File: config.mk
export PLATFORM = sky130hd
export DESIGN_NAME = dpc_ctrl
export DESIGN_NICKNAME = d
export VERILOG_FILES = /design/src/sv/dpc_pkg.sv /design/src/sv/dpc_ctrl.sv
export SDC_FILE = /design/constraint.sdc
export NUM_CORES = 1
export LEC_CHECK = 0
export BUFFER_PORTS_ARGS = -buffer_cell sky130_fd_sc_hd__buf_2
export CORE_MARGIN = 4
export CORE_UTILIZATION = 55
export DETAILED_ROUTE_END_ITERATION = 7
export PLACE_DENSITY = 0.79
export RECOVER_POWER = 25
export SLEW_MARGIN = 20
export SYNTH_ARGS = -nofsm -noshare
export SYNTH_HDL_FRONTEND = slang
export SYNTH_SLANG_ARGS = --single-unit
File: constraint.sdc
create_clock -name clk -period 1.9 [get_ports clk]
set_clock_uncertainty 0.1 [all_clocks]
set_input_delay 0.285 -clock clk [delete_from_list [all_inputs] [get_ports clk]]
set_output_delay 0.285 -clock clk [all_outputs]
set_load 0.005 [all_outputs]
File: src/sv/dpc_pkg.sv
// Shared types and constants for the disparity to point cloud block.
// Used by every module of the block but dpc_sqrt; depends on nothing.
`default_nettype none

package dpc_pkg;

    // Default sizes of the line buffer and row counter
    localparam int unsigned DEF_MAX_WIDTH  = 2048;
    localparam int unsigned DEF_MAX_HEIGHT = 4096;

    // Saturation limit of a coordinate and the 0.01 norm floor in Q.16
    localparam logic [30:0] SAT31     = 31'h7FFF_FFFF;
    localparam logic [9:0]  FLOOR_Q16 = 10'd655;

    // Shared divider geometry
    localparam int unsigned DIV_NW = 48;
    localparam int unsigned DIV_DW = 32;
    localparam int unsigned DIV_CW = 6;

    // Register indexes on the configuration port
    localparam logic [2:0] REG_IMAGE_WIDTH  = 3'd0;
    localparam logic [2:0] REG_IMAGE_HEIGHT = 3'd1;
    localparam logic [2:0] REG_MAX_DISP     = 3'd2;
    localparam logic [2:0] REG_DISP_OFFSET  = 3'd3;
    localparam logic [2:0] REG_FOCAL        = 3'd4;
    localparam logic [2:0] REG_BASELINE     = 3'd5;

    typedef struct packed {
        logic [11:0] image_width;
        logic [12:0] image_height;
        logic [11:0] max_disparity;
        logic [12:0] disparity_offset;
        logic [15:0] focal_length;
        logic [15:0] baseline;
    } dpc_cfg_t;

    // Datapath operations issued by the controller
    typedef enum logic [4:0] {
        OP_NONE,
        OP_LOAD,
        OP_RD_A,
        OP_CAP_A,
        OP_CAP_R,
        OP_CMUL,
        OP_CDIV,
        OP_CSTORE,
        OP_DIFF,
        OP_XMUL,
        OP_XACC,
        OP_TSHIFT,
        OP_SMUL,
        OP_SACC,
        OP_SQRT,
        OP_DEN,
        OP_NDIV,
        OP_NSTORE,
        OP_EMIT1,
        OP_EMIT2,
        OP_WRITE
    } dpc_op_t;

    typedef struct packed {
        dpc_op_t    op;
        logic [2:0] idx;
    } dpc_cmd_t;

    typedef struct packed {
        logic div_busy;
        logic sqrt_busy;
        logic has_above;
        logic emit_second;
        logic t_more;
        logic out_free;
    } dpc_status_t;

    typedef struct packed {
        logic [10:0]        column;
        logic [11:0]        row_index;
        logic [30:0]        point_x;
        logic [30:0]        point_y;
        logic [30:0]        point_z;
        logic signed [15:0] normal_x;
        logic signed [15:0] normal_y;
        logic signed [15:0] normal_z;
        logic [7:0]         red;
        logic [7:0]         green;
        logic [7:0]         blue;
        logic               last;
    } dpc_result_t;

endpackage

`default_nettype wire

File: src/sv/dpc_ctrl.sv
// Controller: sequences one pixel through the datapath operations.
// Depends on dpc_pkg for command and status types.
`default_nettype none

module dpc_ctrl (
    input  logic                 clk,
    input  logic                 rst_n,
    input  logic                 in_valid,
    output logic                 in_ready,
    input  dpc_pkg::dpc_status_t status,
    output dpc_pkg::dpc_cmd_t    cmd
);
    import dpc_pkg::*;

    typedef enum logic [4:0] {
        S_IDLE,
        S_RDA,
        S_CAPA,
        S_CAPR,
        S_CMUL,
        S_CDIV,
        S_CWAIT,
        S_CSTORE,
        S_DIFF,
        S_XMUL,
        S_XACC,
        S_TSH,
        S_SMUL,
        S_SACC,
        S_SQRT,
        S_SWAIT,
        S_DEN,
        S_NDIV,
        S_NWAIT,
        S_NSTORE,
        S_EMIT1,
        S_EMIT2,
        S_WRITE
    } state_t;

    state_t     state_reg;
    logic [2:0] idx_reg;

    // State and index counter
    always_ff @(posedge clk or negedge rst_n)
    begin
        if (!rst_n)
        begin
            state_reg <= S_IDLE;
            idx_reg   <= '0;
        end
        else
        begin
            case (state_reg)
                S_IDLE:   if (in_valid) state_reg <= S_RDA;
                S_RDA:    state_reg <= S_CAPA;
                S_CAPA:   state_reg <= S_CAPR;
                S_CAPR:
                begin
                    idx_reg   <= '0;
                    state_reg <= S_CMUL;
                end
                S_CMUL:   state_reg <= S_CDIV;
                S_CDIV:   state_reg <= S_CWAIT;
                S_CWAIT:  if (!status.div_busy) state_reg <= S_CSTORE;
                S_CSTORE:
                begin
                    if (idx_reg == 3'd2)
                    begin
                        idx_reg <= '0;
                        if (status.has_above)
                        begin
                            state_reg <= S_DIFF;
                        end
                        else if (status.emit_second)
                        begin
                            state_reg <= S_EMIT2;
                        end
                        else
                        begin
                            state_reg <= S_WRITE;
                        end
                    end
                    else
                    begin
                        idx_reg   <= idx_reg + 1'b1;
                        state_reg <= S_CMUL;
                    end
                end
                S_DIFF:   state_reg <= S_XMUL;
                S_XMUL:   state_reg <= S_XACC;
                S_XACC:
                begin
                    if (idx_reg == 3'd5)
                    begin
                        idx_reg   <= '0;
                        state_reg <= S_TSH;
                    end
                    else
                    begin
                        idx_reg   <= idx_reg + 1'b1;
                        state_reg <= S_XMUL;
                    end
                end
                S_TSH:    if (!status.t_more) state_reg <= S_SMUL;
                S_SMUL:   state_reg <= S_SACC;
                S_SACC:
                begin
                    if (idx_reg == 3'd2)
                    begin
                        idx_reg   <= '0;
                        state_reg <= S_SQRT;
                    end
                    else
                    begin
                        idx_reg   <= idx_reg + 1'b1;
                        state_reg <= S_SMUL;
                    end
                end
                S_SQRT:   state_reg <= S_SWAIT;
                S_SWAIT:  if (!status.sqrt_busy) state_reg <= S_DEN;
                S_DEN:    state_reg <= S_NDIV;
                S_NDIV:   state_reg <= S_NWAIT;
                S_NWAIT:  if (!status.div_busy) state_reg <= S_NSTORE;
                S_NSTORE:
                begin
                    if (idx_reg == 3'd2)
                    begin
                        idx_reg   <= '0;
                        state_reg <= S_EMIT1;
                    end
                    else
                    begin
                        idx_reg   <= idx_reg + 1'b1;
                        state_reg <= S_NDIV;
                    end
                end
                S_EMIT1:
                begin
                    if (status.out_free)
                    begin
                        state_reg <= status.emit_second ? S_EMIT2 : S_WRITE;
                    end
                end
                S_EMIT2:  if (status.out_free) state_reg <= S_WRITE;
                S_WRITE:  state_reg <= S_IDLE;
                default:  state_reg <= S_IDLE;
            endcase
        end
    end

    // Operation decode
    always_comb
    begin
        cmd.idx = idx_reg;
        case (state_reg)
            S_IDLE:   cmd.op = in_valid ? OP_LOAD : OP_NONE;
            S_RDA:    cmd.op = OP_RD_A;
            S_CAPA:   cmd.op = OP_CAP_A;
            S_CAPR:   cmd.op = OP_CAP_R;
            S_CMUL:   cmd.op = OP_CMUL;
            S_CDIV:   cmd.op = OP_CDIV;
            S_CSTORE: cmd.op = OP_CSTORE;
            S_DIFF:   cmd.op = OP_DIFF;
            S_XMUL:   cmd.op = OP_XMUL;
            S_XACC:   cmd.op = OP_XACC;
            S_TSH:    cmd.op = OP_TSHIFT;
            S_SMUL:   cmd.op = OP_SMUL;
            S_SACC:   cmd.op = OP_SACC;
            S_SQRT:   cmd.op = OP_SQRT;
            S_DEN:    cmd.op = OP_DEN;
            S_NDIV:   cmd.op = OP_NDIV;
            S_NSTORE: cmd.op = OP_NSTORE;
            S_EMIT1:  cmd.op = status.out_free ? OP_EMIT1 : OP_NONE;
            S_EMIT2:  cmd.op = status.out_free ? OP_EMIT2 : OP_NONE;
            S_WRITE:  cmd.op = OP_WRITE;
            default:  cmd.op = OP_NONE;
        endcase
    end

    assign in_ready = (state_reg == S_IDLE);

endmodule

`default_nettype wire

* Word-level counts from Yosys, hierarchy flattened
Index checks and enable logic that the tools add are counted.
** Cells by class
- Add/subtract/negate cells :: 1
- Eq/ne operators :: 31
- Multiplexer cells :: 21
- Reduce and logical (&&, ||, !) cells :: 4
** Operators by type and width (number)
- 5-bit case mux with 22 select lines :: 1
- 5-bit case mux with 20 select lines :: 1
- 5-bit 2-to-1 mux :: 11
- 5-bit by 4-bit == test with 1-bit output, second input constant :: 8
- 5-bit == test, second input constant :: 7
- 5-bit by 3-bit == test with 1-bit output, second input constant :: 4
- 2-bit != test, second input constant :: 7
- 5-bit by 2-bit == test with 1-bit output, second input constant :: 2
- 3-bit 2-to-1 mux :: 3
- 3-bit case mux with 3 select lines :: 1
- 7-bit AND reduction :: 1
- 2-bit 2-to-1 mux :: 3
- 5-bit by 1-bit == test with 1-bit output, second input constant :: 1
- 5-bit logical NOT :: 1
- 3-bit by 1-bit adder with 3-bit output, second input constant :: 1
- 3-bit by 2-bit == test with 1-bit output, second input constant :: 1
- 3-bit == test, second input constant :: 1
- 3-bit nonzero test :: 1
- 3-bit OR reduction :: 1
- 1-bit 2-to-1 mux :: 1
** Word-level totals
- Bits in registers :: 8
- Input port bits :: 9
- Output and inout port bits :: 9
- Logic and storage cells :: 59

* Depth between registers and ports, before layout
- Depth after elaboration :: 4
- Mapped depth :: 7
- Depth with buffers taken out :: 5

* Worst setup path after synthesis
No wires, ideal clock.
- Path type :: register to output
- From :: reg state_reg[1]
- To :: out cmd[3] (netlist bit)
- Arrival :: 1467 ps
- Data required time :: 1515 ps
- Path slack :: 48 ps
- Stages on the path, launching flop included :: 6
- Path buffers :: 2
- Cells stage by stage :: dfrtp_1 -> buf_6 -> and2_1 -> buf_2 -> or4_1 -> o221ai_1
** RTL lines
- start: declaration :: line dpc_ctrl.sv:41 : state_t state_reg;
- start signal: assignment :: line dpc_ctrl.sv:49 : state_reg <= S_IDLE;
- start signal: assignment :: line dpc_ctrl.sv:55 : S_IDLE: if (in_valid) state_reg <= S_RDA;
- start signal: assignment :: line dpc_ctrl.sv:56 : S_RDA: state_reg <= S_CAPA;
- end: declaration :: line dpc_ctrl.sv:11 : output dpc_pkg::dpc_cmd_t cmd

==> tab_implementation.tex <==
\begin{tabular}{lr}
\hline
Metric & Value \\
\hline
\multicolumn{2}{l}{\textbf{Run status}} \\
Run status & finished with violations \\
Failing checks & setup timing \\
\multicolumn{2}{l}{\textbf{STA}} \\
Smallest hold slack & 321.9 ps \\
Fin worst setup slack & -72.50 ps \\
Period Utilization, post-route & 1.038 \\
Slew of the pin with the lowest slew margin & 442.2 ps \\
Peak Freq & 507.0 MHz \\
TNS Setup & -74.17 ps \\
Final-report setup violation count & 3 \\
Headroom to the max-slew limit & 0.7052 \\
Hold Fails Final Rpt & 0 \\
Post-route minimum period & 1972 ps \\
Unrepaired setup endpoints after global routing & yes \\
Number of pins exceeding their max-slew limit in the final report & 0 \\
\multicolumn{2}{l}{\textbf{Finish}} \\
Number of standard cells in the final layout excluding fillers & 187 \\
Flip-flop count of the largest register, all copies and words added & 5 \\
Layout overhead on the synthesized area & 35.56\% \\
Layout cell share with drive strength beyond 1 & 0.4383 \\
End-of-flow core utilization & 0.7928 \\
Nets & 173 \\
ANT cells & 0 \\
\multicolumn{2}{l}{\textbf{Clocking}} \\
CTS Root Buffer Type & clkbuf\_4 \\
Number of H-tree levels & 1 \\
Later-pin clock latency in the skew report & 250 ps \\
Worst-path clk slew & 50 ps \\
Cts bufs inserted & 3 \\
Number of sinks on the clock net & 8 \\
Clock Path Buffers & 2 \\
Clock tree from TritonCTS & yes \\
\multicolumn{2}{l}{\textbf{Power and ir drop}} \\
Net switching power & 1164 uW \\
Tot Pwr & 2512 uW \\
Power density over the cells & 1835 nW/um\^{}2 \\
Cell-internal power & 1347 uW \\
Power share of the sequential group & 0.161 \\
Clock network fraction of design power & 0.051 \\
Leakage power figure & 0.0005759 uW \\
Switching power as a share of total power & 0.4636 \\
Worst IR drop on VDD & 1.150 mV \\
Logic gate share of total power & 0.789 \\
\multicolumn{2}{l}{\textbf{Floorplanning}} \\
Die Outline Area & 2585 um\^{}2 \\
Initial cell density of the core & 0.5848 \\
\# IOs & 18 \\
Core ar. & 1727 um\^{}2 \\
Die boundary height & 50.85 um \\
Count of standard-cell rows & 15 \\
Overall die width & 50.85 um \\
\multicolumn{2}{l}{\textbf{Job}} \\
Max-cap viol count & 0 \\
\multicolumn{2}{l}{\textbf{Global route}} \\
Initial antenna violation count & 0 \\
Pin count of the biggest net entering global routing & 17 \\
Layer with the highest usage after global routing & met2 \\
Met1 usage in global routing & 0.2847 \\
Number of global-route vias before repair & 1079 \\
Residual overflow from global routing & 0 \\
Global-route track usage on met2 & 0.4391 \\
Met3 capacity usage during global routing & 0.03499 \\
Total global routing track utilization & 0.2345 \\
First-pass GRT wire length & 4747 um \\
\multicolumn{2}{l}{\textbf{Synthesis}} \\
Avg Cell Area, Syn & 8.078 um\^{}2 \\
Multiplexer share of the synthesized area & 0.01983 \\
Count of unique library cells instantiated by Yosys & 55 \\
Number of enable flip-flop cells after synthesis & 0 \\
Total of flip-flops plus latches after synthesis & 8 \\
Post-Syn Instances & 125 \\
Combinational family with the most area after synthesis & simple AND/OR/NAND/NOR gates \\
Mapped Nets & 134 \\
Cell with the most instances after synthesis & nand2\_1 \\
Fraction of the mapped netlist area in adder cells & 0 \\
Most used standard cells in the synthesized netlist & 11 x nand2\_1, 10 x nor2\_1, 10 x o21ai\_0 \\
Proportion of synthesized chip area in sequential cells & 0.1983 \\
Yosys top cell area share & 0.1983 \\
Simple-gate share of the synthesized area & 0.3618 \\
Leading cell types by total area after synthesis & dfrtp\_1 20\%, o21ai\_0 5.0\%, nand2\_1 4.1\% \\
Synthesized cell area & 1010 um\^{}2 \\
Library cell occupying the most area in the post-synthesis netlist & dfrtp\_1 \\
Area fraction in compound gates after synthesis & 0.3160 \\
Share of flip-flops with an asynchronous set or reset after synthesis & 1.000 \\
Top FF cell, synth & dfrtp\_1 \\
Number of warning messages in the yosys log & 0 \\
Parity-gate share of the synthesized area counting xor and xnor cells & 0.01735 \\
\multicolumn{2}{l}{\textbf{Setup path}} \\
Data required time of the critical path & 1510 ps \\
Worst-path maximum fanout & 5 \\
Delay of the slowest cell on the worst path & 450 ps \\
Kind of start point of the critical path & register \\
Arrival time at the worst endpoint & 1590 ps \\
Highest-delay cell along the critical path & or4\_1 \\
Flop2flop setup slack & 70 ps \\
Critical path capture point type & output pin \\
Series of cell instances along the critical path & buf\_6 -> nor3\_2 -> or4\_1 -> o221ai\_1 -> buf\_2 \\
Crit Path Category & reg2out \\
\multicolumn{2}{l}{\textbf{Placement}} \\
Cell count after placement & 175 \\
Number of buffer cells added on primary ports & 17 \\
Placer Congestion & 0.8939 \\
Post-detailed-placement half-perimeter wirelength & 1972 um \\
\multicolumn{2}{l}{\textbf{Detailed routing}} \\
Post-route DRC violation count & 0 \\
Detailed-route wire length per cell & 15.51 um \\
Routed via count & 1175 \\
Via-to-Cell Ratio & 6.283 \\
1st-pass router iterations & 4 \\
Antenna Nets Post-Route & 0 \\
Final WL & 2901 um \\
Initial drt markers & 47 \\
\multicolumn{2}{l}{\textbf{Min path}} \\
Worst hold-check path type & in2reg \\
\hline
\end{tabular}
## power groups by stage
stage	registers (uW)	logic (uW)	clock network [uW]
floorplan	333	1250	0
global placement	396	1620	0
detailed placement	397	1660	0
CTS	395	1860	130
global route	414	2160	140
finish	404	1980	127
## critical path, delay by kind of cell, from the launching register on
family	cells	cell delay, ps
AND/OR/NAND/NOR	2	480
flip-flops	1	410
buffers and inverters	2	260
AO/OA/AOI/OAI	1	180
## final timing paths
kind / endpoint / start / depth (start not counted)
max in group asynchronous: state_reg[1] / rst_n / 2
setup / recovery: cmd[3] / state_reg[1] / 5
min in group asynchronous: idx_reg[1] / rst_n / 2
hold reg to reg: idx_reg[1] / idx_reg[1] / 1
hold / removal: state_reg[0] / status[2] / 4
setup reg to reg: state_reg[1] / state_reg[2] / 7
## per-layer routing
| layer | wire length [um] | vias up | share of wire |
|---|---|---|---|
| met5 | 0 | - | 0 |
| met4 | 40 | 0 | 0.014 |
| met3 | 151 | 7 | 0.052 |
| met2 | 1449 | 47 | 0.50 |
| met1 | 1261 | 565 | 0.43 |
| li1 | - | 556 | - |
## cell type report
class | count | area [um^2]
tap | 25 | 31.28
clock buffer | 3 | 22.52
timing repair buffer | 47 | 339.1
multi-input combinational | 101 | 758.2
inverter | 3 | 11.26
fill | 136 | 357.8
sequential | 8 | 206.4
## layout by cell type, fill, tap and decap left out, drive strengths merged, types with 2 or more instances in the layout
cell and instances:
o21ai 13, nor4b 3, clkbuf 5, o21a 3, nand2b 3, a31oi 5, o32ai 3, nor2b 3
nand3b 2, nand3 2, nor3b 3, nand2 12, nor2 10, or4 2, buf 44, mux2i 2
dfrtp 8, a21oi 7, inv 3, o221ai 2, nor3 4
## stage by stage
stage	worst slack, ps	cell area, um^2
2_1_floorplan	47.79	1010
3_3_place_gp	93.58	1207
3_5_place_dp	1.015	1207
4_1_cts	-96.61	1333
5_1_grt	-156.8	1369
6_report	-72.50	1369
## timing repair
item,CTS,global route
gates resized for setup,16,9
hold buffers,1,0
setup buffers,7,1
endpoints found under the hold margin,8,0
endpoints found under the setup margin,6,7
pin swaps,4,6
## cell families (layout without fill, tap and decap cells)
family	count (synthesis)	after routing
DFF	8	8
AOI/OAI and AO/OA	46	46
muxes	2	2
xor gates and xnor gates	2	2
buffers and inverters	16	53
and+or+nand+nor	51	51
(Power assumes the default switching activity.)
